**config.mk**
```make
export PLATFORM = sky130hd
export DESIGN_NAME = smt_queue
export DESIGN_NICKNAME = d
export VERILOG_FILES = /design/src/rtl/assert_macros.svh /design/src/rtl/smt_pkg.sv /design/src/rtl/smt_queue.sv
export SDC_FILE = /design/constraint.sdc
export NUM_CORES = 1
export LEC_CHECK = 0
export BUFFER_PORTS_ARGS = -buffer_cell sky130_fd_sc_hd__buf_2
export CORE_ASPECT_RATIO = 1.75
export CORE_MARGIN = 4
export CORE_UTILIZATION = 35
export CTS_CLUSTER_SIZE = 8
export DETAILED_ROUTE_END_ITERATION = 8
export SETUP_SLACK_MARGIN = 0.2
export SLEW_MARGIN = 20
export SYNTH_ARGS = -nofsm -noshare
export SYNTH_HDL_FRONTEND = slang
export SYNTH_SLANG_ARGS = --single-unit
```
**constraint.sdc**
```tcl
create_clock -name clk -period 25 [get_ports clk]
set_input_delay 3.75 -clock clk [delete_from_list [all_inputs] [get_ports clk]]
set_output_delay 3.75 -clock clk [all_outputs]
set_load 0.02 [all_outputs]
```
**src/rtl/assert_macros.svh**
```systemverilog
// Assertion helpers shared by the sphere tessellator RTL.
// Depends on nothing; included by files that carry concurrent checks.
`ifndef ASSERT_MACROS_SVH
`define ASSERT_MACROS_SVH

// Same-cycle implication, disabled while reset is high
`define SMT_ASSERT_IMPLIES(label, ck, rs, ante, cons, msg) \
  label: assert property (@(posedge ck) disable iff (rs) (ante) |-> (cons)) \
    else $error(msg);

// Next-cycle implication, disabled while reset is high
`define SMT_ASSERT_NEXT(label, ck, rs, ante, cons, msg) \
  label: assert property (@(posedge ck) disable iff (rs) (ante) |=> (cons)) \
    else $error(msg);

`endif

```
**src/rtl/smt_pkg.sv**
```systemverilog
// Shared types, codes and constants for the sphere tessellator.
// No dependencies; imported by smt_front, smt_queue, smt_back, the top and the bench.
package smt_pkg;

  localparam int SEG_W      = 9;
  localparam int CELL_W     = 8;
  localparam int PHASE_W    = 17;
  localparam int TEX_W      = 16;
  localparam int POS_W      = 16;
  localparam int CFG_IDX_W  = 2;
  localparam int QUEUE_DEPTH = 8;
  localparam int VERTS_PER_CELL = 6;

  // register indexes
  localparam logic [CFG_IDX_W-1:0] REG_SEGMENTS_AROUND = 2'd0;
  localparam logic [CFG_IDX_W-1:0] REG_SEGMENTS_DOWN   = 2'd1;
  localparam logic [SEG_W-1:0] SEG_AROUND_RESET = 9'd32;
  localparam logic [SEG_W-1:0] SEG_DOWN_RESET   = 9'd16;

  // divider op codes, issued in this order per grid cell (only OP_TEX_HI off the grid)
  localparam logic [1:0] OP_PHASE_LO = 2'd0;
  localparam logic [1:0] OP_PHASE_HI = 2'd1;
  localparam logic [1:0] OP_TEX_LO   = 2'd2;
  localparam logic [1:0] OP_TEX_HI   = 2'd3;

  // corner order per row parity
  localparam logic [1:0] ORDER_EVEN [VERTS_PER_CELL] = '{2'd2, 2'd0, 2'd1, 2'd2, 2'd1, 2'd3};
  localparam logic [1:0] ORDER_ODD  [VERTS_PER_CELL] = '{2'd2, 2'd0, 2'd3, 2'd3, 2'd0, 2'd1};

  // sine table build: Q2.62 Taylor series
  localparam logic [63:0] HALF_PI_Q62 = 64'h6487ED5110B4611A;
  localparam int TAYLOR_TERMS = 15;
  localparam logic [63:0] TAYLOR_DIV [1:TAYLOR_TERMS] = '{
    64'd6, 64'd20, 64'd42, 64'd72, 64'd110, 64'd156, 64'd210, 64'd272,
    64'd342, 64'd420, 64'd506, 64'd600, 64'd702, 64'd812, 64'd930};

  function automatic logic [63:0] mul_q62(input logic [63:0] a, input logic [63:0] b);
    logic [127:0] p;
    p = {64'd0, a} * {64'd0, b};
    return p[125:62];
  endfunction

  typedef struct packed {
    logic [1:0] op;
    logic       last;
    logic       bad;
    logic       odd;
  } tag_t;

  // one cell's divided values, ready for the vertex sequencer
  typedef struct packed {
    logic [PHASE_W-1:0] pu0;
    logic [PHASE_W-1:0] pu1;
    logic [PHASE_W-1:0] pv0;
    logic [PHASE_W-1:0] pv1;
    logic [TEX_W-1:0]   tu0;
    logic [TEX_W-1:0]   tu1;
    logic [TEX_W-1:0]   tv0;
    logic [TEX_W-1:0]   tv1;
    logic               odd;
    logic               bad;
  } rec_t;

endpackage

```
**src/rtl/smt_queue.sv**
```systemverilog
// Collects divider results into cell records and queues them for the back end.
// Depends on smt_pkg; sits between the divider lanes and smt_back.
module smt_queue #(
  parameter int QW = 16
) (
  input  logic          clk,
  input  logic          rst,
  input  logic          in_valid,
  input  logic [QW-1:0] q_col,
  input  logic [QW-1:0] q_row,
  input  smt_pkg::tag_t tag,
  input  logic          pop,
  output smt_pkg::rec_t head,
  output logic          nonempty
);
  import smt_pkg::*;

  localparam int PW = $clog2(QUEUE_DEPTH);

  logic [PHASE_W-1:0] pu0, pv0, pu1, pv1;
  logic [TEX_W-1:0]   tu0, tv0;
  rec_t               rec;
  logic               push;
  rec_t               fifo [QUEUE_DEPTH];
  logic [PW-1:0]      wp;
  logic [PW-1:0]      rp;
  logic [PW:0]        count;

  // partial results of the cell in flight
  always_ff @(posedge clk) begin
    if (in_valid) begin
      case (tag.op)
        OP_PHASE_LO: begin
          pu0 <= PHASE_W'(q_col);
          pv0 <= PHASE_W'(q_row);
        end
        OP_PHASE_HI: begin
          pu1 <= PHASE_W'(q_col);
          pv1 <= PHASE_W'(q_row);
        end
        OP_TEX_LO: begin
          tu0 <= TEX_W'(q_col);
          tv0 <= TEX_W'(q_row);
        end
        default: begin
        end
      endcase
    end
  end

  assign push = in_valid && tag.last;

  always_comb begin
    rec.pu0 = pu0;
    rec.pu1 = pu1;
    rec.pv0 = pv0;
    rec.pv1 = pv1;
    rec.tu0 = tu0;
    rec.tu1 = TEX_W'(q_col);
    rec.tv0 = tv0;
    rec.tv1 = TEX_W'(q_row);
    rec.odd = tag.odd;
    rec.bad = tag.bad;
  end

  // record fifo; credits upstream keep it from overflowing
  always_ff @(posedge clk) begin
    if (push) begin
      fifo[wp] <= rec;
    end
  end

  always_ff @(posedge clk) begin
    if (rst) begin
      wp    <= '0;
      rp    <= '0;
      count <= '0;
    end else begin
      if (push) begin
        wp <= wp + 1'b1;
      end
      if (pop) begin
        rp <= rp + 1'b1;
      end
      count <= count + (PW+1)'(push) - (PW+1)'(pop);
    end
  end

  assign head     = fifo[rp];
  assign nonempty = (count != '0);

endmodule

```
==> results.cfg <==
[drt]
firstDrtPassIters = 5
totalWireLength_mm = 93.3
detail-route-antenna-nets = 0
via_per_inst = 5.05
avgRoutedWirePerCell_um = 25.8
drtIter0Drc = 1339
num_vias = 18300
drc = 0

[global_routing]
grt_util_all_layers_pct = 14.6
grt_overflow_total = 0
grt_pass1_wl_mm = 137
grt_pass1_vias = 20200
antenna_found_initial = 6
grt_max_degree = 119

[worst_setup_path]
crit_path_start_kind = register
critPathMostFrequentCell = buf_4
crit_path_max_incr_delay_ns = 0.89
arrival_ns = 5.39
crit_family = buffers and inverters
cp_cell_sequence = buf_4 -> buf_4 -> buf_4 -> mux4_1 -> mux2_2 -> buf_2
worstPathMaxFanout = 52
path_class = register to output port
critPathCaptureType = output port
cp.required_ns = 21.25
slowest_stage = buf_4
crit_buf_inv = 4

[power]
vdd_drop_max_uv = 57.9
power.density_mw_per_mm2 = 87.5
power.leakage_nw = 15.6

[clock_tree]
ctsHoldBuffers = 0
clock_latency_ns = 0.76
cts_tree = yes
clk_pin_slew_ns = 0.05
h-tree-depth = 4
clk_path_buf_depth = 3
cts_inserted_buffers = 162
cts_sinks = 1149
cts_setup_buffers = 0
root_buffer = clkbuf_16
cts_resized = 0

[placement]
dp_slack_ns = 16.43
routabilityCongestion = 0.663
portBuffers = 171
dp_cells = 3426
place_hpwl_mm = 48.5
dpl_cell_area_sq_mm = 0.0455

[synthesis]
syn_inst = 1676
avgSynthCellArea_sq_um = 25.6
syn_area_sq_mm = 0.0429
ys_warn_count = 0
synthFlopType = edfxtp_1
yosysUniqueCellTypes = 29
ys_ff_latch = 1149
synth_edf_count = 1136
synth-seq-area-share_pct = 80.1
synthArstFlopShare_pct = 0

[floorplanning]
die_x_um = 273
die_y_um = 471
ioPinCount = 176
initial_core_util_pct = 35.3
core_area_sq_mm = 0.122
core.rowCount = 169
fp.dieArea_sq_mm = 0.128

[cells_and_area]
drive_above_1_share_pct = 36.6
nets = 2015
syn_to_final_growth_pct = 16.6
fin_cells = 3613
fin_area_sq_mm = 0.0500

[timing]
finalCritPeriodShare_pct = 36.6
worst_slew_pin_slew_ns = 1.10
timing.final.ws_setup_ns = 15.86
finalHoldViolCount = 0
clock.fmax_ghz = 0.109
min_period_ns = 9.14
finClkSkew_ns = 0.0397
finalSetupTns_ns = 0
setup_viol = 0
relSlewSlack_pct = 26.6
slew_violations = 0
rsz0062_at_grt = no

[min_path]
hp-class = register to register

[run_status]
outcome = finished, final reports clean

[job]
cap_violations = 0
==> synthesized netlist by cell type, types with 4 or more instances <==
cell / count / area (sq um)
buf_1: 18 / 67.6
buf_12: 16 / 320
buf_2: 9 / 45.0
buf_4: 4 / 30.0
buf_6: 7 / 78.8
clkbuf_1: 23 / 86.3
dfxtp_1: 13 / 260
edfxtp_1: 1136 / 34100
ha_1: 7 / 87.6
inv_1: 8 / 30.0
mux2_2: 130 / 1460
mux4_1: 56 / 1470
mux4_2: 204 / 4590
nand2_1: 4 / 15.0
nand3_1: 5 / 25.0
nor2_1: 12 / 45.0
nor3_1: 4 / 20.0
xor2_1: 4 / 35.0
==> worst register-to-register path, stage by stage (launching register included) <==
cell and delay, ns:
dfxtp_1 0.52, nand3_1 0.38, nor3_2 0.44, buf_4 0.76
buf_4 0.85
==> sequential cells by signal, summed over array words and instances, names as in the netlist, named ones only <==
signal	cells
count	4
tv0	16
tu0	16
pu0	16
pu1	16
wp	3
pv0	16
fifo	1040
pv1	16
rp	3
==> power breakdown <==
part	switching, mW	leakage (nW)	internal [mW]	total [mW]
clock	0.765	2.17	1.17	1.94
combinational	0.151	3.04	0.112	0.263
sequential	0.0261	10.4	2.15	2.18
==> stage by stage <==
step	total power [mW]	util (%)	hold WS (ns)
detailed placement	2.48	37.4	0.543
global placement	2.48	37.4	0.525
finish	4.38	41.1	0.553
CTS	4.44	41.1	0.559
global route	4.54	41.1	0.604
floorplan	2.40	-	0.485
==> per-layer routing <==
layer / GRT usage, % / vias to the layer above / wire (um)
li1: - / 7728 / -
met1: 17.5 / 9867 / 36800
met2: 25.9 / 480 / 49300
met3: 3.55 / 169 / 4900
met4: 4.81 / 8 / 2360
met5: 0 / - / 64
==> logic make-up after synthesis <==
group	count (synthesis)	share of synthesized area [%]
flops	1149	80.1
compound gates	4	0.0554
other cells	1	0.00874
xor+xnor	5	0.102
fa+ha+maj	8	0.251
simple gates	33	0.376
buf+inv	85	1.53
mux	391	17.6
==> cell usage in the layout, fill, tap and decap left out, types with 2 or more instances in the layout <==
cell / Yosys / routed
buf_2: 9 / 171
edfxtp_1: 1136 / 1136
buf_12: 16 / 5
dfxtp_1: 13 / 10
a21oi_1: 3 / 3
nor3_2: 0 / 4
mux4_2: 204 / 204
nand2_1: 4 / 4
clkinv_16: 0 / 8
buf_4: 4 / 24
nor2_4: 0 / 3
clkbuf_1: 23 / 7
ha_1: 7 / 7
inv_1: 8 / 8
conb_1: 1 / 4
clkinv_8: 0 / 2
xor2_1: 4 / 4
clkbuf_16: 0 / 164
mux2_2: 130 / 130
nand3_1: 5 / 5
nand2b_1: 3 / 3
dfxtp_4: 0 / 3
nor2_1: 12 / 9
mux4_1: 56 / 56
==> final cells by class <==
class                      instances  area, sq um
multi-input combinational        445         7960
timing repair buffer             200         1140
antenna                            1         2.50
fill                           10500        71600
sequential                      1149        34400
clock inverter                    15          340
inverter                           8         30.0
clock buffer                     171         4130
tap                             1624         2030
==> worst paths after layout <==
| path | slack [ns] | cells past startpoint | start | to |
|---|---|---|---|---|
| worst max register to register | 21.61 | 4 | wp[2]$_SDFFE_PP0P_ | fifo[4][21]$_DFFE_PP_ |
| worst min-delay path | 0.55 | 2 | rp[2]$_SDFFE_PP0P_ | register |
| worst min register to register | 0.55 | 2 | rp[2]$_SDFFE_PP0P_ | register |
| worst max-delay path | 15.86 | 6 | register | head[114] |
Note: power is estimated with default switching activity, not from simulation.
