`config.mk`:
```
export PLATFORM = sky130hd
export DESIGN_NAME = smt_div
export DESIGN_NICKNAME = d
export VERILOG_FILES = /design/src/rtl/assert_macros.svh /design/src/rtl/smt_div.sv
export SDC_FILE = /design/constraint.sdc
export NUM_CORES = 1
export LEC_CHECK = 0
export BUFFER_PORTS_ARGS = -buffer_cell sky130_fd_sc_hd__buf_4
export CAP_MARGIN = 20
export CORE_ASPECT_RATIO = 0.9
export CORE_UTILIZATION = 65
export CTS_BUF_LIST = sky130_fd_sc_hd__clkbuf_2
export DETAILED_ROUTE_END_ITERATION = 12
export PLACE_DENSITY = 0.82
export SLEW_MARGIN = 40
export SYNTH_ARGS = -nofsm -noshare
export SYNTH_HDL_FRONTEND = slang
export SYNTH_SLANG_ARGS = --single-unit
```
`constraint.sdc`:
```
create_clock -name clk -period 5.83 [get_ports clk]
set_input_delay 1.166 -clock clk [delete_from_list [all_inputs] [get_ports clk]]
set_output_delay 1.166 -clock clk [all_outputs]
set_load 0.02 [all_outputs]
```
`src/rtl/assert_macros.svh`:
```
// Assertion helpers shared by the sphere tessellator RTL.
// Depends on nothing; included by files that carry concurrent checks.
`ifndef ASSERT_MACROS_SVH
`define ASSERT_MACROS_SVH

// Same-cycle implication, disabled while reset is high
`define SMT_ASSERT_IMPLIES(label, ck, rs, ante, cons, msg) \
  label: assert property (@(posedge ck) disable iff (rs) (ante) |-> (cons)) \
    else $error(msg);

// Next-cycle implication, disabled while reset is high
`define SMT_ASSERT_NEXT(label, ck, rs, ante, cons, msg) \
  label: assert property (@(posedge ck) disable iff (rs) (ante) |=> (cons)) \
    else $error(msg);

`endif

```
`src/rtl/smt_div.sv`:
```
// Pipelined restoring divider, one quotient bit per stage, one op per cycle.
// Depends on nothing; tag rides alongside the operands.
module smt_div #(
  parameter int NW = 26,
  parameter int DW = 10,
  parameter int QW = 16,
  parameter int TW = 5
) (
  input  logic          clk,
  input  logic          rst,
  input  logic          in_valid,
  input  logic [NW-1:0] num,
  input  logic [DW-1:0] den,
  input  logic [TW-1:0] tag_in,
  output logic          out_valid,
  output logic [QW-1:0] quo,
  output logic [TW-1:0] tag_out
);

  localparam int EW = NW + DW + QW;

  logic          v   [QW+1];
  logic [NW-1:0] rem [QW+1];
  logic [DW-1:0] dv  [QW+1];
  logic [QW-1:0] q   [QW+1];
  logic [TW-1:0] tg  [QW+1];

  assign v[0]   = in_valid;
  assign rem[0] = num;
  assign dv[0]  = den;
  assign q[0]   = '0;
  assign tg[0]  = tag_in;

  // stage s settles quotient bit QW-1-s
  for (genvar s = 0; s < QW; s++) begin : g_stage
    localparam int B = QW - 1 - s;
    logic [EW-1:0] shifted;
    logic          fits;
    assign shifted = EW'(dv[s]) << B;
    assign fits    = EW'(rem[s]) >= shifted;

    always_ff @(posedge clk) begin
      if (rst) begin
        v[s+1] <= 1'b0;
      end else begin
        v[s+1] <= v[s];
      end
    end

    always_ff @(posedge clk) begin
      rem[s+1] <= fits ? NW'(EW'(rem[s]) - shifted) : rem[s];
      dv[s+1]  <= dv[s];
      q[s+1]   <= q[s] | (QW'(fits) << B);
      tg[s+1]  <= tg[s];
    end
  end

  assign out_valid = v[QW];
  assign quo       = q[QW];
  assign tag_out   = tg[QW];

endmodule

```
==> results.md, run 1 <==
### Setup path
- 6.86 ns — Data required, critical path
- 0.62 ns — largest incremental delay on the critical path
- nand3b_1 — Crit-path slowest cell
- inv_1 — cell occurring most often along the worst timing path
- 4.35 ns — arrival time at the worst endpoint
- 18 — peak fanout along the critical path
- flop — CP startpoint kind
- inv_1 -> ha_1 -> inv_1 -> fa_1 -> a211oi_1 -> o21ai_0 -> a41oi_1 -> nand3b_1 -> mux2_2 — crit path cell chain
- flop — Critical Path Sink Type
- flop to flop — category of the most critical setup path

### Clock network
- 170 — clock buffers created by TritonCTS
- clkbuf_2 — clock tree root buffer cell
- 0.10 ns — clock transition at the registers of the reported paths
- 3 — CTS max path bufs
- done — TritonCTS clock tree
- 4 — CTS H-Tree Depth
- 0 — number of gates given a new drive strength after cts
- 1.18 ns — Clock Latency Late Sink
- 11 — Post-CTS Hold Fix Bufs
- 772 — Sink Count
- 0 — setup repair bufs after CTS

### GRT
- 27 — largest net degree at the start of global routing
- 93400 µm — global-route wire length before repair
- 6 — number of antenna violations at the first check in global routing
- 0.268 — global routing usage summed across all routing layers
- 19100 — number of global-route vias before repair
- 0 — overall overflow remaining after global route

### Final layout
- 3502 — Final Instance Count excl. Fillers
- 9.27% — area added between synthesis and finish
- 30600 µm² — final non-filler cell area
- 772 x dfxtp_1, 243 x clkbuf_2, 206 x inv_1 — commonest cells after routing, fill and taps aside
- 0.142 — fraction of final layout cells sized beyond drive strength 1
- 3110 — final-layout fill cell count
- 3049 — final-stage net count
- dfxtp_1 — leading cell type in the layout, fill and taps excluded

### Logic synthesis
- 772 — synthesized flop and latch total
- 28000 µm² — post-synth design cell area
- dfxtp_1 — most used flip-flop cell after synthesis
- 2632 — synthesized netlist cell count
- 0 — number of enable-type register cells in the synthesized netlist
- 0.552 — fraction of the yosys area taken by sequential cells
- 77 — Synth cell types
- 2851 — net count after synthesis
- 0 — Synth async-reset ratio
- 0 — YS warnings
- 10.6 µm² — synthesized area per cell

### Place
- 65 — number of buffers inserted by port buffering
- 0.898 — final weighted congestion in routability-driven placement
- 43100 µm — DP Wirelength
- 3193 — Placed Cells incl. Taps
- 28900 µm² — Cell Area, Placed

### Floorplanning
- 43900 µm² — overall die area
- 66 — number of ports placed on the die boundary
- 71 — row count
- 199 µm — Die Y-Extent
- 42100 µm² — core outline area
- 0.665 — initial core utilization
- 221 µm — die outline width

### Power
- 519 nW/µm² — power density relative to cell area
- 0.000262 V — Worst IR Drop VDD
- 0.359 — share of total power consumed by net switching
- 0.201 — clock network fraction of design power
- 0.332 — combinational fraction of design power
- 10.2 mW — total internal power
- 0.467 — Flop pwr share
- 5.69 mW — switching power
- 13.5 nW — leakage power

### Drt
- 5.55 — via-per-instance ratio
- 16.4 µm — detail-routed net length per standard cell
- 1353 — First DRT Iteration DRCs
- 12 — number of iterations in the first detailed-routing pass
- 19400 — routed vias
- 57400 µm — wirelength, routed
- 2 — # DRC
- 0 — Antenna Violating Nets Remaining

### STA
- 0.0634 ns — Worst Clk Skew
- 0.571 — period utilisation layout
- 0.796 ns — transition at the pin with the smallest max-transition slack
- false — unrepaired setup endpoints after global routing
- 3.33 ns — crit path time final
- 300 MHz — f_max
- 0 — number of setup violations in the final report
- 0 ns — Total Neg Setup Slack
- 0 — count of pins over their slew limit
- 0.465 — worst slew slack as a fraction of its limit
- 0 — final hold violations

### Worst hold path
- primary input to flop — kind of path behind the tightest hold check

### Run
- 0 — maxcap violations

### Run status
- DRC — violations in the final reports
- finished with violations — run status

power by group through the flow:
stage          Combinational (mW)  Clock (mW)  Sequential (mW)
2_1_floorplan                4.10           0             7.16
3_3_place_gp                 4.97           0             7.46
3_5_place_dp                 5.13           0             7.50
4_1_cts                      5.19        3.30             7.38
5_1_grt                      5.84        3.58             7.54
6_report                     5.26        3.19             7.41
layer usage:
metal	part of all wire	track usage	vias up
met5	0	0	-
met1	0.48	0.370	9087
met4	0.013	0.0832	0
li1	-	-	9677
met3	0.067	0.0648	71
met2	0.44	0.412	585
worst paths after layout:
kind	start	to	slack, ns	cells past startpoint
worst min-delay path	num[13]	rem[403]	0.11	1
worst min register to register	tg[58]	tg[53]	0.32	0
worst max-delay path	rem[80]	rem[55]	2.50	9
worst max register to register	rem[80]	rem[55]	2.50	9
area by class of cell:
class                   instances  area (µm²)  area share
diodes                          4        10.0    0.000327
clock buffers                 243        1220      0.0398
clock inverters                50         313      0.0102
inverters                     208         783      0.0256
multi-input cells            1597       11500       0.375
flip-flops and latches        772       15500       0.505
well taps                     547         684      0.0224
repair buffers                 81         642      0.0210
sequential cells by signal (all words and copies together), names as in the netlist:
register / flops
tag_out: 5
tg: 75
out_valid: 1
v: 15
q: 120
quo: 16
rem: 390
dv: 150
through the flow:
| step | hold WS [ns] | setup slack, ns | utilization | power (mW) |
|---|---|---|---|---|
| final | 0.105 | 2.50 | 0.726 | 15.9 |
| after global routing | -0.00532 | 2.28 | 0.726 | 17.0 |
| after CTS | 0.000958 | 2.54 | 0.725 | 15.9 |
| after detailed placement | 0.312 | 2.10 | 0.686 | 12.6 |
| after global placement | 0.309 | 1.84 | 0.686 | 12.4 |
| after floorplan | 0.310 | 2.47 | - | 11.3 |
cells by family after synthesis:
kind of cell,synth area share
compound gates,0.111
xor+xnor,0.0607
fa+ha+maj,0.0823
buf+inv,0.0392
flops,0.552
mux,0.0242
simple gates,0.130
cell usage after synthesis, types with 28 or more instances:
cell type,n,area share
a21o_1,31,0.0083
a21oi_1,151,0.027
dfxtp_1,772,0.55
ha_1,160,0.072
inv_1,206,0.028
mux2_2,54,0.022
nand2_1,95,0.013
nand3_1,39,0.0070
nand4_1,33,0.0074
nor2_1,188,0.025
nor2b_1,50,0.011
nor3_1,64,0.011
nor4_1,50,0.011
o21a_1,45,0.012
o21ai_0,101,0.018
or3_1,30,0.0067
or4_1,28,0.0075
xnor2_1,108,0.034
xor2_1,86,0.027
worst max-delay path: cells and delay by family (launching register included):
family | cells | cell delay, ns
buf+inv | 2 | 0.13
mux | 1 | 0.50
compound gates | 3 | 1.03
simple gates | 1 | 0.62
fa+ha+maj | 2 | 0.59
flops | 1 | 0.34
No activity file was read; power rests on OpenSTA's default activity.
==> run 2: changes to the inputs <==
Settings changed: CORE_UTILIZATION 65 to 58, PLACE_DENSITY 0.82 to 0.78.
Clock period 5.83 ns to 2.82 ns, I/O delays scaled along.
==> run 2 against run 1 <==
Net effect:
- the run ends with DRC, setup timing left
- utilization is 4.7 points lower
- cell area is 4.6% higher
- flip-flop and latch count stayed put
- global-route usage is 1.1 points lower
- critical path depth is 3 higher
- largest power group unchanged
- setup slack worse by 2.5 ns
- sequential power is 110% higher
- critical path type is now primary input to flop
- register-to-register slack worse by 2.4 ns
- final cell count is 5.9% higher
- count of clock-buffer cells in the layout is 2 lower
- largest cell class unchanged
==> results.md, run 2 (same netlist as run 1, synthesis figures left out) <==
### STA
- 0.409 — worst slew slack as a fraction of its limit
- 0 — count of pins over their slew limit
- 352 MHz — f_max
- 2.84 ns — crit path time final
- 2 — number of setup violations in the final report
- 0 — final hold violations
- 0.249 ns — post-route worst hold slack
- -0.0170 ns — smallest setup slack after layout
- 0.887 ns — transition at the pin with the smallest max-transition slack
- 1.01 — period utilisation layout
- 0.0774 ns — Worst Clk Skew

### Power
- 14.0 nW — leakage power
- 0.000619 V — Worst IR Drop VDD
- 1040 nW/µm² — power density relative to cell area

### Final layout
- 772 x dfxtp_1, 241 x clkbuf_2, 206 x inv_1 — commonest cells after routing, fill and taps aside
- 3186 — final-stage net count
- dfxtp_1 — leading cell type in the layout, fill and taps excluded
- 390 — number of flip-flops in the largest register
- 11600 µm² — multi-input gate area in the final layout
- 3710 — Final Instance Count excl. Fillers
- 32000 µm² — final non-filler cell area
- rem — largest reg by FF count
- 3543 — final-layout fill cell count
- 15500 µm² — combined flip-flop and latch cell area
- 0.679 — fraction of the core area covered by cells at the end of the flow
- 0.158 — fraction of final layout cells sized beyond drive strength 1
- rem x390, dv x150, q x120 — registers with the highest flip-flop counts
- 14.3% — area added between synthesis and finish

### Worst hold path
- primary input to flop — kind of path behind the tightest hold check
- 5 — number of cells on the worst hold path

### Setup path
- dv[92] — startpoint of the worst register-to-register path
- 4.05 ns — Data required, critical path
- rem[231] — capture instance of the worst register-to-register path
- 0.06 ns — Reg2Reg Setup Slack
- 9 — length in cells of the worst reg-to-reg path
- den[0] — worst setup path start
- flop — Critical Path Sink Type
- rem[412] — end of the critical path
- primary input to flop — category of the most critical setup path
- 6 — peak fanout along the critical path
- 4.07 ns — arrival time at the worst endpoint
- primary input — CP startpoint kind

### Drt
- 62000 µm — wirelength, routed
- 12 — number of iterations in the first detailed-routing pass
- 5.48 — via-per-instance ratio
- 16.7 µm — detail-routed net length per standard cell
- 1604 — First DRT Iteration DRCs
- 4 — # DRC
- 20300 — routed vias
- 0 — Antenna Violating Nets Remaining

### Floorplanning
- 49100 µm² — overall die area
- 66 — number of ports placed on the die boundary
- 47100 µm² — core outline area
- 75 — row count
- 234 µm — die outline width
- 0.594 — initial core utilization
- 210 µm — Die Y-Extent

### GRT
- 0 — overall overflow remaining after global route
- 0.257 — global routing usage summed across all routing layers
- 20200 — number of global-route vias before repair
- 100000 µm — global-route wire length before repair
- 27 — largest net degree at the start of global routing
- 6 — number of antenna violations at the first check in global routing

### Clock network
- 3 — CTS max path bufs
- done — TritonCTS clock tree
- 772 — Sink Count
- clkbuf_2 — clock tree root buffer cell
- 0.13 ns — clock transition at the registers of the reported paths
- 4 — CTS H-Tree Depth
- 1.33 ns — Clock Latency Late Sink
- 173 — clock buffers created by TritonCTS

### Place
- 42800 µm — DP Wirelength
- 0.925 — final weighted congestion in routability-driven placement
- 65 — number of buffers inserted by port buffering
- 29300 µm² — Cell Area, Placed
- 3307 — Placed Cells incl. Taps

### Run
- 0 — maxcap violations

### Run status
- finished with violations — run status
- DRC, setup timing — violations in the final reports

-- run 2: changes by cell type in the layout (fill, tap and decap cells not counted), moves of 5 or more --
| cell | previous run | this run |
|---|---|---|
| a2111oi_1 | 0 | 5 |
| nor4_2 | 0 | 6 |
| a2111oi_0 | 13 | 7 |
| dlygate4sd3_1 | 11 | 97 |
| a21oi_2 | 2 | 7 |
| buf_4 | 69 | 116 |
| nor4_1 | 50 | 44 |
-- run 2: final cells by class --
class,instances,share of cell area
diodes,7,0.000547
flip-flops and latches,772,0.483
inverters,208,0.0245
clock buffers,241,0.0377
clock inverters,54,0.00950
well taps,616,0.0241
repair buffers,214,0.0582
multi-input cells,1598,0.362
-- run 2: worst min path at each step --
stage	startpoint	endpoint
2_1_floorplan	q[119]	q[103]
3_3_place_gp	q[31]	quo[15]
3_5_place_dp	tg[8]	tag_out[3]
4_1_cts	num[15]	rem[405]
5_1_grt	num[16]	rem[406]
6_report	num[16]	rem[406]
-- run 2: worst max-delay path, cell delays in order --
cell and delay [ns]:
dlygate4sd3_1 0.55, buf_4 0.13, dlygate4sd3_1 0.57, ha_1 0.34
and4b_1 0.19, a311oi_1 0.36, a31oi_2 0.13, buf_4 0.18
buf_4 0.16, nor2_1 0.18, dlygate4sd3_1 0.64, a21oi_1 0.06
-- run 2: stage by stage --
| step | total power [mW] | TNS [ns] | setup WS, ns |
|---|---|---|---|
| 2_1_floorplan | 23.3 | 0 | 0.0584 |
| 3_3_place_gp | 25.9 | 0 | 0.0533 |
| 3_5_place_dp | 26.3 | -0.121 | -0.0412 |
| 4_1_cts | 33.1 | 0 | 0.00561 |
| 5_1_grt | 35.6 | -0.117 | -0.0316 |
| 6_report | 33.3 | -0.0318 | -0.0170 |
-- run 2: where the power goes --
group          switching [mW]  total (mW)  internal (mW)
clock                    4.09        6.59           2.50
combinational            6.05        11.3           5.27
sequential               1.92        15.4           13.5
-- run 2: timing repair --
| action | CTS | global route |
|---|---|---|
| setup endpoints to repair | 3 | 93 |
| pin swaps | 0 | 3 |
| gates resized for setup | 1 | 33 |
| hold buffers | 97 | 0 |
| buffers inserted | 0 | 3 |
| cloned | 0 | 1 |
| hold endpoints to repair | 58 | 0 |
-- run 2: routing by layer --
layer	wire, µm	up-vias	GRT usage	share of wire
met3	3800	148	0.0584	0.061
met1	29100	9520	0.348	0.47
met4	1770	0	0.117	0.028
met5	0	-	0	0
met2	27300	694	0.389	0.44
li1	-	9953	-	-
