[config.mk]
export PLATFORM = sky130hd
export DESIGN_NAME = smt_front
export DESIGN_NICKNAME = d
export VERILOG_FILES = /design/src/rtl/assert_macros.svh /design/src/rtl/smt_pkg.sv /design/src/rtl/smt_front.sv
export SDC_FILE = /design/constraint.sdc
export NUM_CORES = 1
export LEC_CHECK = 0
export BUFFER_PORTS_ARGS = -buffer_cell sky130_fd_sc_hd__buf_2
export CAP_MARGIN = 40
export CELL_PAD_IN_SITES_DETAIL_PLACEMENT = 0
export CELL_PAD_IN_SITES_GLOBAL_PLACEMENT = 1
export CORE_UTILIZATION = 31
export DETAILED_ROUTE_END_ITERATION = 8
export GPL_ROUTABILITY_DRIVEN = 1
export GPL_TIMING_DRIVEN = 0
export PLACE_DENSITY_LB_ADDON = 0.1
export SLEW_MARGIN = 20
export SYNTH_ARGS = -nofsm -noshare
export SYNTH_HDL_FRONTEND = slang
export SYNTH_SLANG_ARGS = --single-unit
[constraint.sdc]
create_clock -name clk -period 2.2 [get_ports clk]
set_input_delay 0.22 -clock clk [delete_from_list [all_inputs] [get_ports clk]]
set_output_delay 0.22 -clock clk [all_outputs]
set_load 0.005 [all_outputs]
[src/rtl/assert_macros.svh]
// Assertion helpers shared by the sphere tessellator RTL.
// Depends on nothing; included by files that carry concurrent checks.
`ifndef ASSERT_MACROS_SVH
`define ASSERT_MACROS_SVH

// Same-cycle implication, disabled while reset is high
`define SMT_ASSERT_IMPLIES(label, ck, rs, ante, cons, msg) \
  label: assert property (@(posedge ck) disable iff (rs) (ante) |-> (cons)) \
    else $error(msg);

// Next-cycle implication, disabled while reset is high
`define SMT_ASSERT_NEXT(label, ck, rs, ante, cons, msg) \
  label: assert property (@(posedge ck) disable iff (rs) (ante) |=> (cons)) \
    else $error(msg);

`endif

[src/rtl/smt_pkg.sv]
// Shared types, codes and constants for the sphere tessellator.
// No dependencies; imported by smt_front, smt_queue, smt_back, the top and the bench.
package smt_pkg;

  localparam int SEG_W      = 9;
  localparam int CELL_W     = 8;
  localparam int PHASE_W    = 17;
  localparam int TEX_W      = 16;
  localparam int POS_W      = 16;
  localparam int CFG_IDX_W  = 2;
  localparam int QUEUE_DEPTH = 8;
  localparam int VERTS_PER_CELL = 6;

  // register indexes
  localparam logic [CFG_IDX_W-1:0] REG_SEGMENTS_AROUND = 2'd0;
  localparam logic [CFG_IDX_W-1:0] REG_SEGMENTS_DOWN   = 2'd1;
  localparam logic [SEG_W-1:0] SEG_AROUND_RESET = 9'd32;
  localparam logic [SEG_W-1:0] SEG_DOWN_RESET   = 9'd16;

  // divider op codes, issued in this order per grid cell (only OP_TEX_HI off the grid)
  localparam logic [1:0] OP_PHASE_LO = 2'd0;
  localparam logic [1:0] OP_PHASE_HI = 2'd1;
  localparam logic [1:0] OP_TEX_LO   = 2'd2;
  localparam logic [1:0] OP_TEX_HI   = 2'd3;

  // corner order per row parity
  localparam logic [1:0] ORDER_EVEN [VERTS_PER_CELL] = '{2'd2, 2'd0, 2'd1, 2'd2, 2'd1, 2'd3};
  localparam logic [1:0] ORDER_ODD  [VERTS_PER_CELL] = '{2'd2, 2'd0, 2'd3, 2'd3, 2'd0, 2'd1};

  // sine table build: Q2.62 Taylor series
  localparam logic [63:0] HALF_PI_Q62 = 64'h6487ED5110B4611A;
  localparam int TAYLOR_TERMS = 15;
  localparam logic [63:0] TAYLOR_DIV [1:TAYLOR_TERMS] = '{
    64'd6, 64'd20, 64'd42, 64'd72, 64'd110, 64'd156, 64'd210, 64'd272,
    64'd342, 64'd420, 64'd506, 64'd600, 64'd702, 64'd812, 64'd930};

  function automatic logic [63:0] mul_q62(input logic [63:0] a, input logic [63:0] b);
    logic [127:0] p;
    p = {64'd0, a} * {64'd0, b};
    return p[125:62];
  endfunction

  typedef struct packed {
    logic [1:0] op;
    logic       last;
    logic       bad;
    logic       odd;
  } tag_t;

  // one cell's divided values, ready for the vertex sequencer
  typedef struct packed {
    logic [PHASE_W-1:0] pu0;
    logic [PHASE_W-1:0] pu1;
    logic [PHASE_W-1:0] pv0;
    logic [PHASE_W-1:0] pv1;
    logic [TEX_W-1:0]   tu0;
    logic [TEX_W-1:0]   tu1;
    logic [TEX_W-1:0]   tv0;
    logic [TEX_W-1:0]   tv1;
    logic               odd;
    logic               bad;
  } rec_t;

endpackage

[src/rtl/smt_front.sv]
// Front end: takes a cell, classifies it, issues its divider ops.
// Depends on smt_pkg; feeds two smt_div lanes (columns and rows).
module smt_front #(
  parameter int SINE_TABLE_DEPTH = 1024,
  parameter int NW = 26
) (
  input  logic                        clk,
  input  logic                        rst,
  input  logic                        start,
  input  logic [smt_pkg::CELL_W-1:0]  cell_col,
  input  logic [smt_pkg::CELL_W-1:0]  cell_row,
  input  logic [smt_pkg::SEG_W-1:0]   seg_around,
  input  logic [smt_pkg::SEG_W-1:0]   seg_down,
  input  logic                        credit_full,
  output logic                        busy,
  output logic                        op_valid,
  output logic [NW-1:0]               num_col,
  output logic [NW-1:0]               num_row,
  output logic [smt_pkg::SEG_W:0]     den_col,
  output logic [smt_pkg::SEG_W:0]     den_row,
  output smt_pkg::tag_t               tag
);
  import smt_pkg::*;

  logic              active;
  logic [1:0]        cnt;
  logic [CELL_W-1:0] col;
  logic [CELL_W-1:0] row;
  logic              bad;
  logic              bad_now;
  logic              accept;
  logic              hi;
  logic [SEG_W-1:0]  c_sel;
  logic [SEG_W-1:0]  r_sel;

  // outside the grid, or an empty grid
  assign bad_now = (seg_around == '0) || (seg_down == '0) ||
                   ({1'b0, cell_col} >= seg_around) || ({1'b0, cell_row} >= seg_down);

  // free again in the cycle of the last issue, unless the queue credits run out
  assign busy   = (active && (cnt != OP_TEX_HI)) || credit_full;
  assign accept = start && !busy;

  always_ff @(posedge clk) begin
    if (rst) begin
      active <= 1'b0;
      cnt    <= OP_PHASE_LO;
    end else if (accept) begin
      active <= 1'b1;
      cnt    <= bad_now ? OP_TEX_HI : OP_PHASE_LO;
    end else if (active) begin
      if (cnt == OP_TEX_HI) begin
        active <= 1'b0;
      end else begin
        cnt <= cnt + 2'd1;
      end
    end
  end

  always_ff @(posedge clk) begin
    if (accept) begin
      col <= cell_col;
      row <= cell_row;
      bad <= bad_now;
    end
  end

  // operands for the current op
  assign hi    = (cnt == OP_PHASE_HI) || (cnt == OP_TEX_HI);
  assign c_sel = {1'b0, col} + SEG_W'(hi);
  assign r_sel = {1'b0, row} + SEG_W'(hi);

  always_comb begin
    if ((cnt == OP_PHASE_LO) || (cnt == OP_PHASE_HI)) begin
      num_col = NW'(c_sel) * NW'(8 * SINE_TABLE_DEPTH) + NW'(seg_around);
      num_row = NW'(r_sel) * NW'(4 * SINE_TABLE_DEPTH) + NW'(seg_down);
    end else begin
      num_col = (NW'(c_sel) << 16) + NW'(seg_around);
      num_row = (NW'(r_sel) << 16) + NW'(seg_down);
    end
  end

  assign op_valid = active;
  assign den_col  = {seg_around, 1'b0};
  assign den_row  = {seg_down, 1'b0};
  assign tag.op   = cnt;
  assign tag.last = (cnt == OP_TEX_HI);
  assign tag.bad  = bad;
  assign tag.odd  = row[0];

endmodule

==> summary.txt, run 1 <==
Detailed routing
  • DR WL met3: 322 um
  • Total Wirelength: 4330 um
  • Avg WL per Cell: 10.2 um
  • Antenna Nets Post-Route: 0
  • Initial DRC count: 40
  • Drt drc: 0
  • Metal-1 WL: 2210 um
  • Uppermost layer routed: met4
  • Via count: about 1800
  • Met2 wire length: approximately 1800 um
  • Vias per cell: 4.18
  • TritonRoute pass-1 iters: 4

Power and ir drop
  • Power per cell area: 435 nW/um^2
  • P_int: 0.834 mW
  • Switching Fraction: 0.292
  • Clock power share: 0.228
  • Comb power frac: 0.389
  • Seq pwr share: 0.384
  • NetSw: 0.343 mW
  • Leakage power: 1.45 nW
  • Max VDD drop: a little over 0.2 mV

STA
  • Slew HR: 0.598
  • Setup TNS: 0 ps
  • Fin crit share: 0.941
  • Slew Viols, Final: 0
  • Setup-failing EPs final: 0
  • FMAX: 483 MHz
  • Fin. Hold Viols: 0
  • Worst clock skew: 2.89 ps
  • Worst hold slack: about 160 ps
  • RSZ-0062 raised after global routing: true
  • Worst-margin pin slew: 601 ps
  • Crit path time final: 2070 ps

Worst setup path
  • Kind of critical path: flip-flop to output port
  • Worst endpoint data arrival time: approximately 1900 ps
  • Critical R2R Capture: cnt[1]
  • Crit path required time: between 1500 and 2000 ps
  • R2r worst-path depth: 5
  • Reg2reg setup slack: 680 ps
  • CP startpoint: cnt[0]
  • Endpoint class of the critical path: output port
  • Element type at the critical path start: flip-flop
  • RR Startpoint: cnt[0]
  • Largest fanout on the critical path: 7
  • Setup crit end: num_col[19]

Final layout
  • Multi-input gate area: 983 um^2
  • Reg area: 574 um^2
  • Layout Nets: 412
  • Fill cells: around 650
  • Inserted Diodes: 0
  • Most frequent cells in the layout: buf_2 (105), buf_4 (49), nor2_1 (27), ha_1 (23), inv_1 (21)
  • Commonest non-fill, non-tap cell in the layout: buf_2
  • Area delta synth->final: 37.2%
  • Share of layout cells above drive strength 1: 0.474

Global routing
  • Vias in the first global route: 1529
  • Gr usage total: 0.133
  • Antenna violations before repair: 0
  • Gr ovfl total: 0
  • Largest net degree at the start of global routing: 18
  • First-pass GRT wire length: between 6000 and 7000 um

Clock tree
  • Reg clk slew, reported paths: 70 ps
  • Total CTS buffers: 3
  • Clk sinks: 20
  • Clock tree buffer depth: 2
  • CTS H-Tree Depth: 1
  • Clock root buffer: clkbuf_8
  • Clock Latency Late Sink: 250 ps
  • CTS tree: done

Yosys
  • Syn Area/Cell: 8.54 um^2
  • Unique cell type count in the Yosys netlist: 34
  • Synth warn: 0
  • Post-Syn Instances: 231
  • Mapped Area: 1970 um^2
  • Post-synthesis register bit count: 20
  • Post-synthesis sequential area ratio: 0.289

Floorplan
  • Cell Rows: 28
  • Die height: 81.8 um
  • Initial Util: 0.327
  • Core Region: 6030 um^2
  • I/O Pins: 117
  • Die X: 81.8 um
  • DIE AREA: around 6700 um^2

Placement
  • GP Congestion: 0.713
  • IO Port Bufs: 105
  • Post-detail-place hpwl: 3840 um

Status
  • Outcome: complete, no violations

Min path
  • Hold crit path type: primary input to flip-flop
  • Hold path start: rst

Run
  • Max Cap Violations: 0
-- state kept, by name, indices dropped and copies added, names as in the netlist --
name,flops
cnt,2
row,8
col,8
op_valid,1
bad,1
-- how the worst min path moves through the flow --
stage,to,slack [ps],cells after the start
3_3_place_gp,row[0],410,1
2_1_floorplan,cnt[0],290,1
5_1_grt,cnt[0],150,2
6_report,cnt[0],160,2
4_1_cts,cnt[0],160,2
3_5_place_dp,row[0],420,1
-- synth_stat cells --
| cell type | number | area share |
|---|---|---|
| edfxtp_1 | 17 | 0.26 |
| a21oi_2 | 1 | 0.0044 |
| a31oi_1 | 1 | 0.0032 |
| clkbuf_1 | 3 | 0.0057 |
| ha_1 | 23 | 0.15 |
| nand4b_1 | 1 | 0.0044 |
| and2_1 | 7 | 0.022 |
| a211oi_1 | 1 | 0.0038 |
| nor2_1 | 28 | 0.053 |
| conb_1 | 1 | 0.0019 |
| xnor2_1 | 7 | 0.031 |
| dfxtp_1 | 3 | 0.030 |
| xor2_1 | 5 | 0.022 |
| nor2b_1 | 1 | 0.0032 |
| a221oi_2 | 1 | 0.0076 |
| mux2i_1 | 4 | 0.020 |
| o221ai_1 | 1 | 0.0044 |
| nand3_1 | 8 | 0.020 |
| nand2_1 | 14 | 0.027 |
| nand2b_1 | 4 | 0.013 |
| a311oi_1 | 1 | 0.0044 |
| a22oi_1 | 1 | 0.0038 |
| a211o_1 | 2 | 0.0089 |
| a21oi_1 | 12 | 0.030 |
| nor3_1 | 1 | 0.0025 |
| or3_1 | 1 | 0.0032 |
| nor4_1 | 4 | 0.013 |
| and3_1 | 1 | 0.0032 |
| or2_2 | 1 | 0.0032 |
| nand4_1 | 2 | 0.0063 |
| o21ai_0 | 3 | 0.0076 |
| inv_1 | 21 | 0.040 |
| buf_4 | 49 | 0.19 |
| or3b_1 | 1 | 0.0044 |
-- through the flow --
step	util	instances	cell area [um^2]	total power [mW]	setup WS, ps
after detailed placement	0.437	421	2630	0.918	1.83
after global routing	0.449	425	2710	1.27	-4.89
after floorplan	-	241	2010	0.725	356
final	0.449	425	2710	1.18	131
after global placement	0.436	421	2630	0.913	18.9
after CTS	0.448	425	2700	1.19	3.27
-- layout make-up --
class,count,share of cell area
repair buffers,106,0.198
plain buffers,51,0.142
multi-input cells,148,0.364
flip-flops and latches,20,0.212
well taps,75,0.0347
clock buffers,4,0.0204
inverters,21,0.0291
-- per-layer routing --
layer,track usage,vias up
met5,0,-
met4,0.0368,0
met3,0.0122,2
met2,0.209,82
met1,0.192,738
li1,-,956
-- logic make-up after synthesis --
kind of cell / share of synthesized area
flops: 0.289
xor+xnor: 0.0533
buf+inv: 0.232
mux: 0.0203
other cells: 0.00190
simple gates: 0.178
compound gates: 0.0787
fa+ha+maj: 0.146
-- power groups by stage --
stage	Sequential, mW	Clock [mW]	Combinational [mW]
floorplan	0.456	0	0.268
global placement	0.460	0	0.453
detailed placement	0.461	0	0.458
CTS	0.452	0.275	0.465
global route	0.454	0.291	0.525
finish	0.451	0.268	0.457
-- critical path, stage by stage, from the launching register on --
cell	delay, ps
dfxtp_4	390
inv_1	100
ha_1	220
nor2_1	480
mux2i_1	270
buf_2	140
-- timing repair --
item | CTS | global route
buffers inserted | 0 | 0
hold buffers | 0 | 0
endpoints found under the setup margin | 19 | 16
resized for setup | 6 | 0
No activity file was read; power rests on OpenSTA's default activity.
==> inputs of run 2 (changes only) <==
Settings changed: CORE_MARGIN set to 8, GPL_TIMING_DRIVEN 0 to 1.
==> summary.txt, run 2 (synthesis gave the netlist of run 1 again) <==
Status
  • Outcome: complete, no violations

Placement
  • IO Port Bufs: 105 (unchanged)
  • GP Congestion: 0.680 (-4.6%)
  • Post-detail-place hpwl: 4270 um (+11%)
  • DP Cell Count: 373 (-11%)

Global routing
  • Vias in the first global route: 1587 (+3.8%)
  • Gr usage total: 0.0952 (-0.0376)
  • Antenna violations before repair: 0 (unchanged)
  • First-pass GRT wire length: 7060 um (+2.1%)
  • Gr ovfl total: 0 (unchanged)
  • Largest net degree at the start of global routing: 26 (+8)

STA
  • RSZ-0062 raised after global routing: false
  • Setup TNS: 0 ps (unchanged)
  • Fin crit share: 0.919 (-0.0220)
  • Crit path time final: 2020 ps (-48.4 ps)
  • Setup-failing EPs final: 0 (unchanged)
  • Fin. Hold Viols: 0 (unchanged)
  • Slew Viols, Final: 0 (unchanged)
  • FMAX: 495 MHz (+2.4%)
  • Worst clock skew: 5.07 ps (+2.18 ps)

Worst setup path
  • Cell mode on critical path: ha_1
  • Endpoint class of the critical path: output port
  • Element type at the critical path start: flip-flop
  • Crit path required time: 1980 ps (about the same)
  • Worst endpoint data arrival time: 1800 ps (-50 ps)
  • Largest fanout on the critical path: 6 (-1)
  • Kind of critical path: flip-flop to output port
  • Largest stage delay, worst path: 390 ps (-90 ps)
  • Slowest cell on crit path: dfxtp_4
  • Critical-path cell list: ha_1, ha_1, nand3_1, or3_1, o21ai_0, buf_2

Clock tree
  • Total CTS buffers: 3 (unchanged)
  • Clock root buffer: clkbuf_8
  • Reg clk slew, reported paths: 70 ps (about the same)
  • CTS tree: done
  • Clock tree buffer depth: 2 (unchanged)
  • CTS Hold Buffers Added: 0 (unchanged)
  • CTS H-Tree Depth: 1 (unchanged)
  • Clock Latency Late Sink: 250 ps (about the same)
  • Clk sinks: 20 (unchanged)

Detailed routing
  • Drt drc: 0 (unchanged)
  • Avg WL per Cell: 12.6 um (+23%)
  • Antenna Nets Post-Route: 0 (unchanged)
  • Via count: 1605 (-9.7%)
  • Initial DRC count: 27 (-33%)
  • Total Wirelength: 4740 um (+9.4%)
  • TritonRoute pass-1 iters: 4 (unchanged)
  • Vias per cell: 4.26 (+1.8%)

Final layout
  • Area delta synth->final: 18.8%
  • Commonest non-fill, non-tap cell in the layout: buf_2
  • Reg area: 574 um^2 (unchanged)
  • Finished Layout Cells: 377 (-11%)
  • Inserted Diodes: 0 (unchanged)
  • Share of layout cells above drive strength 1: 0.383 (-0.0910)
  • Most frequent cells in the layout: buf_2 (105), nor2_1 (28), ha_1 (23), inv_1 (21), edfxtp_1 (17)
  • Layout Nets: 362 (-12%)
  • Fill cells: 686 (+5.1%)
  • Final core occ: 0.375 (-0.0736)
  • Multi-input gate area: 981 um^2 (-0.25%)
  • Top flop regs: col (8), row (8), cnt (2)

Power and ir drop
  • Max VDD drop: 0.234 mV (+16%)
  • Leakage power: 1.21 nW (-17%)
  • Power per cell area: 510 nW/um^2 (+17%)

Floorplan
  • I/O Pins: 117 (unchanged)
  • Die X: 95.8 um (+17%)
  • Cell Rows: 29 (+3.6%)
  • Die height: 95.8 um (+17%)
  • DIE AREA: 9170 um^2 (+37%)
  • Core Region: 6240 um^2 (+3.6%)
  • Initial Util: 0.316 (-0.0113)

Min path
  • Hold crit path type: primary input to flip-flop

Run
  • Max Cap Violations: 0 (unchanged)
==> run 2: critical path, delay by kind of cell (launching register included) <==
kind	cells	cell delay (ps)
simple gates	2	540
compound gates	1	150
buf+inv	1	130
fa+ha+maj	2	340
flops	1	390
==> run 2: timing repair <==
action                                  in CTS  in global routing
resized for setup                            1                  1
pin swaps                                    0                  0
buffers inserted                             0                  0
endpoints found under the setup margin       1                  1
hold endpoints to repair                     0                  0
==> run 2: layer usage <==
layer	up-vias	GRT usage	routed length, um	part of all wire
met1	675	0.133	2300	0.49
met3	2	0.0234	459	0.097
met2	74	0.140	1940	0.41
li1	854	-	-	-
met5	-	0	0	0
met4	0	0.0307	40	0.0084
==> run 2: worst paths after layout <==
| kind | to | slack [ps] | cells after the start | start |
|---|---|---|---|---|
| worst max-delay path | num_row[20] | 180 | 6 | cnt[0] |
| worst max register to register | cnt[1] | 680 | 5 | cnt[0] |
| worst min register to register | cnt[1] | 660 | 2 | cnt[1] |
| worst min-delay path | cnt[0] | 150 | 2 | rst |
==> run 2: layout make-up <==
cell class              instances  share of cell area
multi-input cells             148               0.419
flip-flops and latches         20               0.245
repair buffers                107               0.231
well taps                      77              0.0411
inverters                      21              0.0337
clock buffers                   3              0.0176
clock inverters                 1              0.0128
==> run 2: metrics by stage <==
stage                     power, mW  hold WS [ps]  worst slack, ps  instance area [um^2]
after floorplan               0.725           292              356                  2010
after global placement        0.860           414              285                  2270
after detailed placement      0.860           420              261                  2270
after CTS                      1.22           146              100                  2340
after global routing           1.28           148             13.9                  2340
final                          1.20           150              179                  2340
==> run 2: where the power goes <==
| group | internal [mW] | switching [mW] | total, mW |
|---|---|---|---|
| logic | 0.184 | 0.205 | 0.389 |
| clock network | 0.242 | 0.113 | 0.355 |
| registers | 0.435 | 0.0168 | 0.451 |
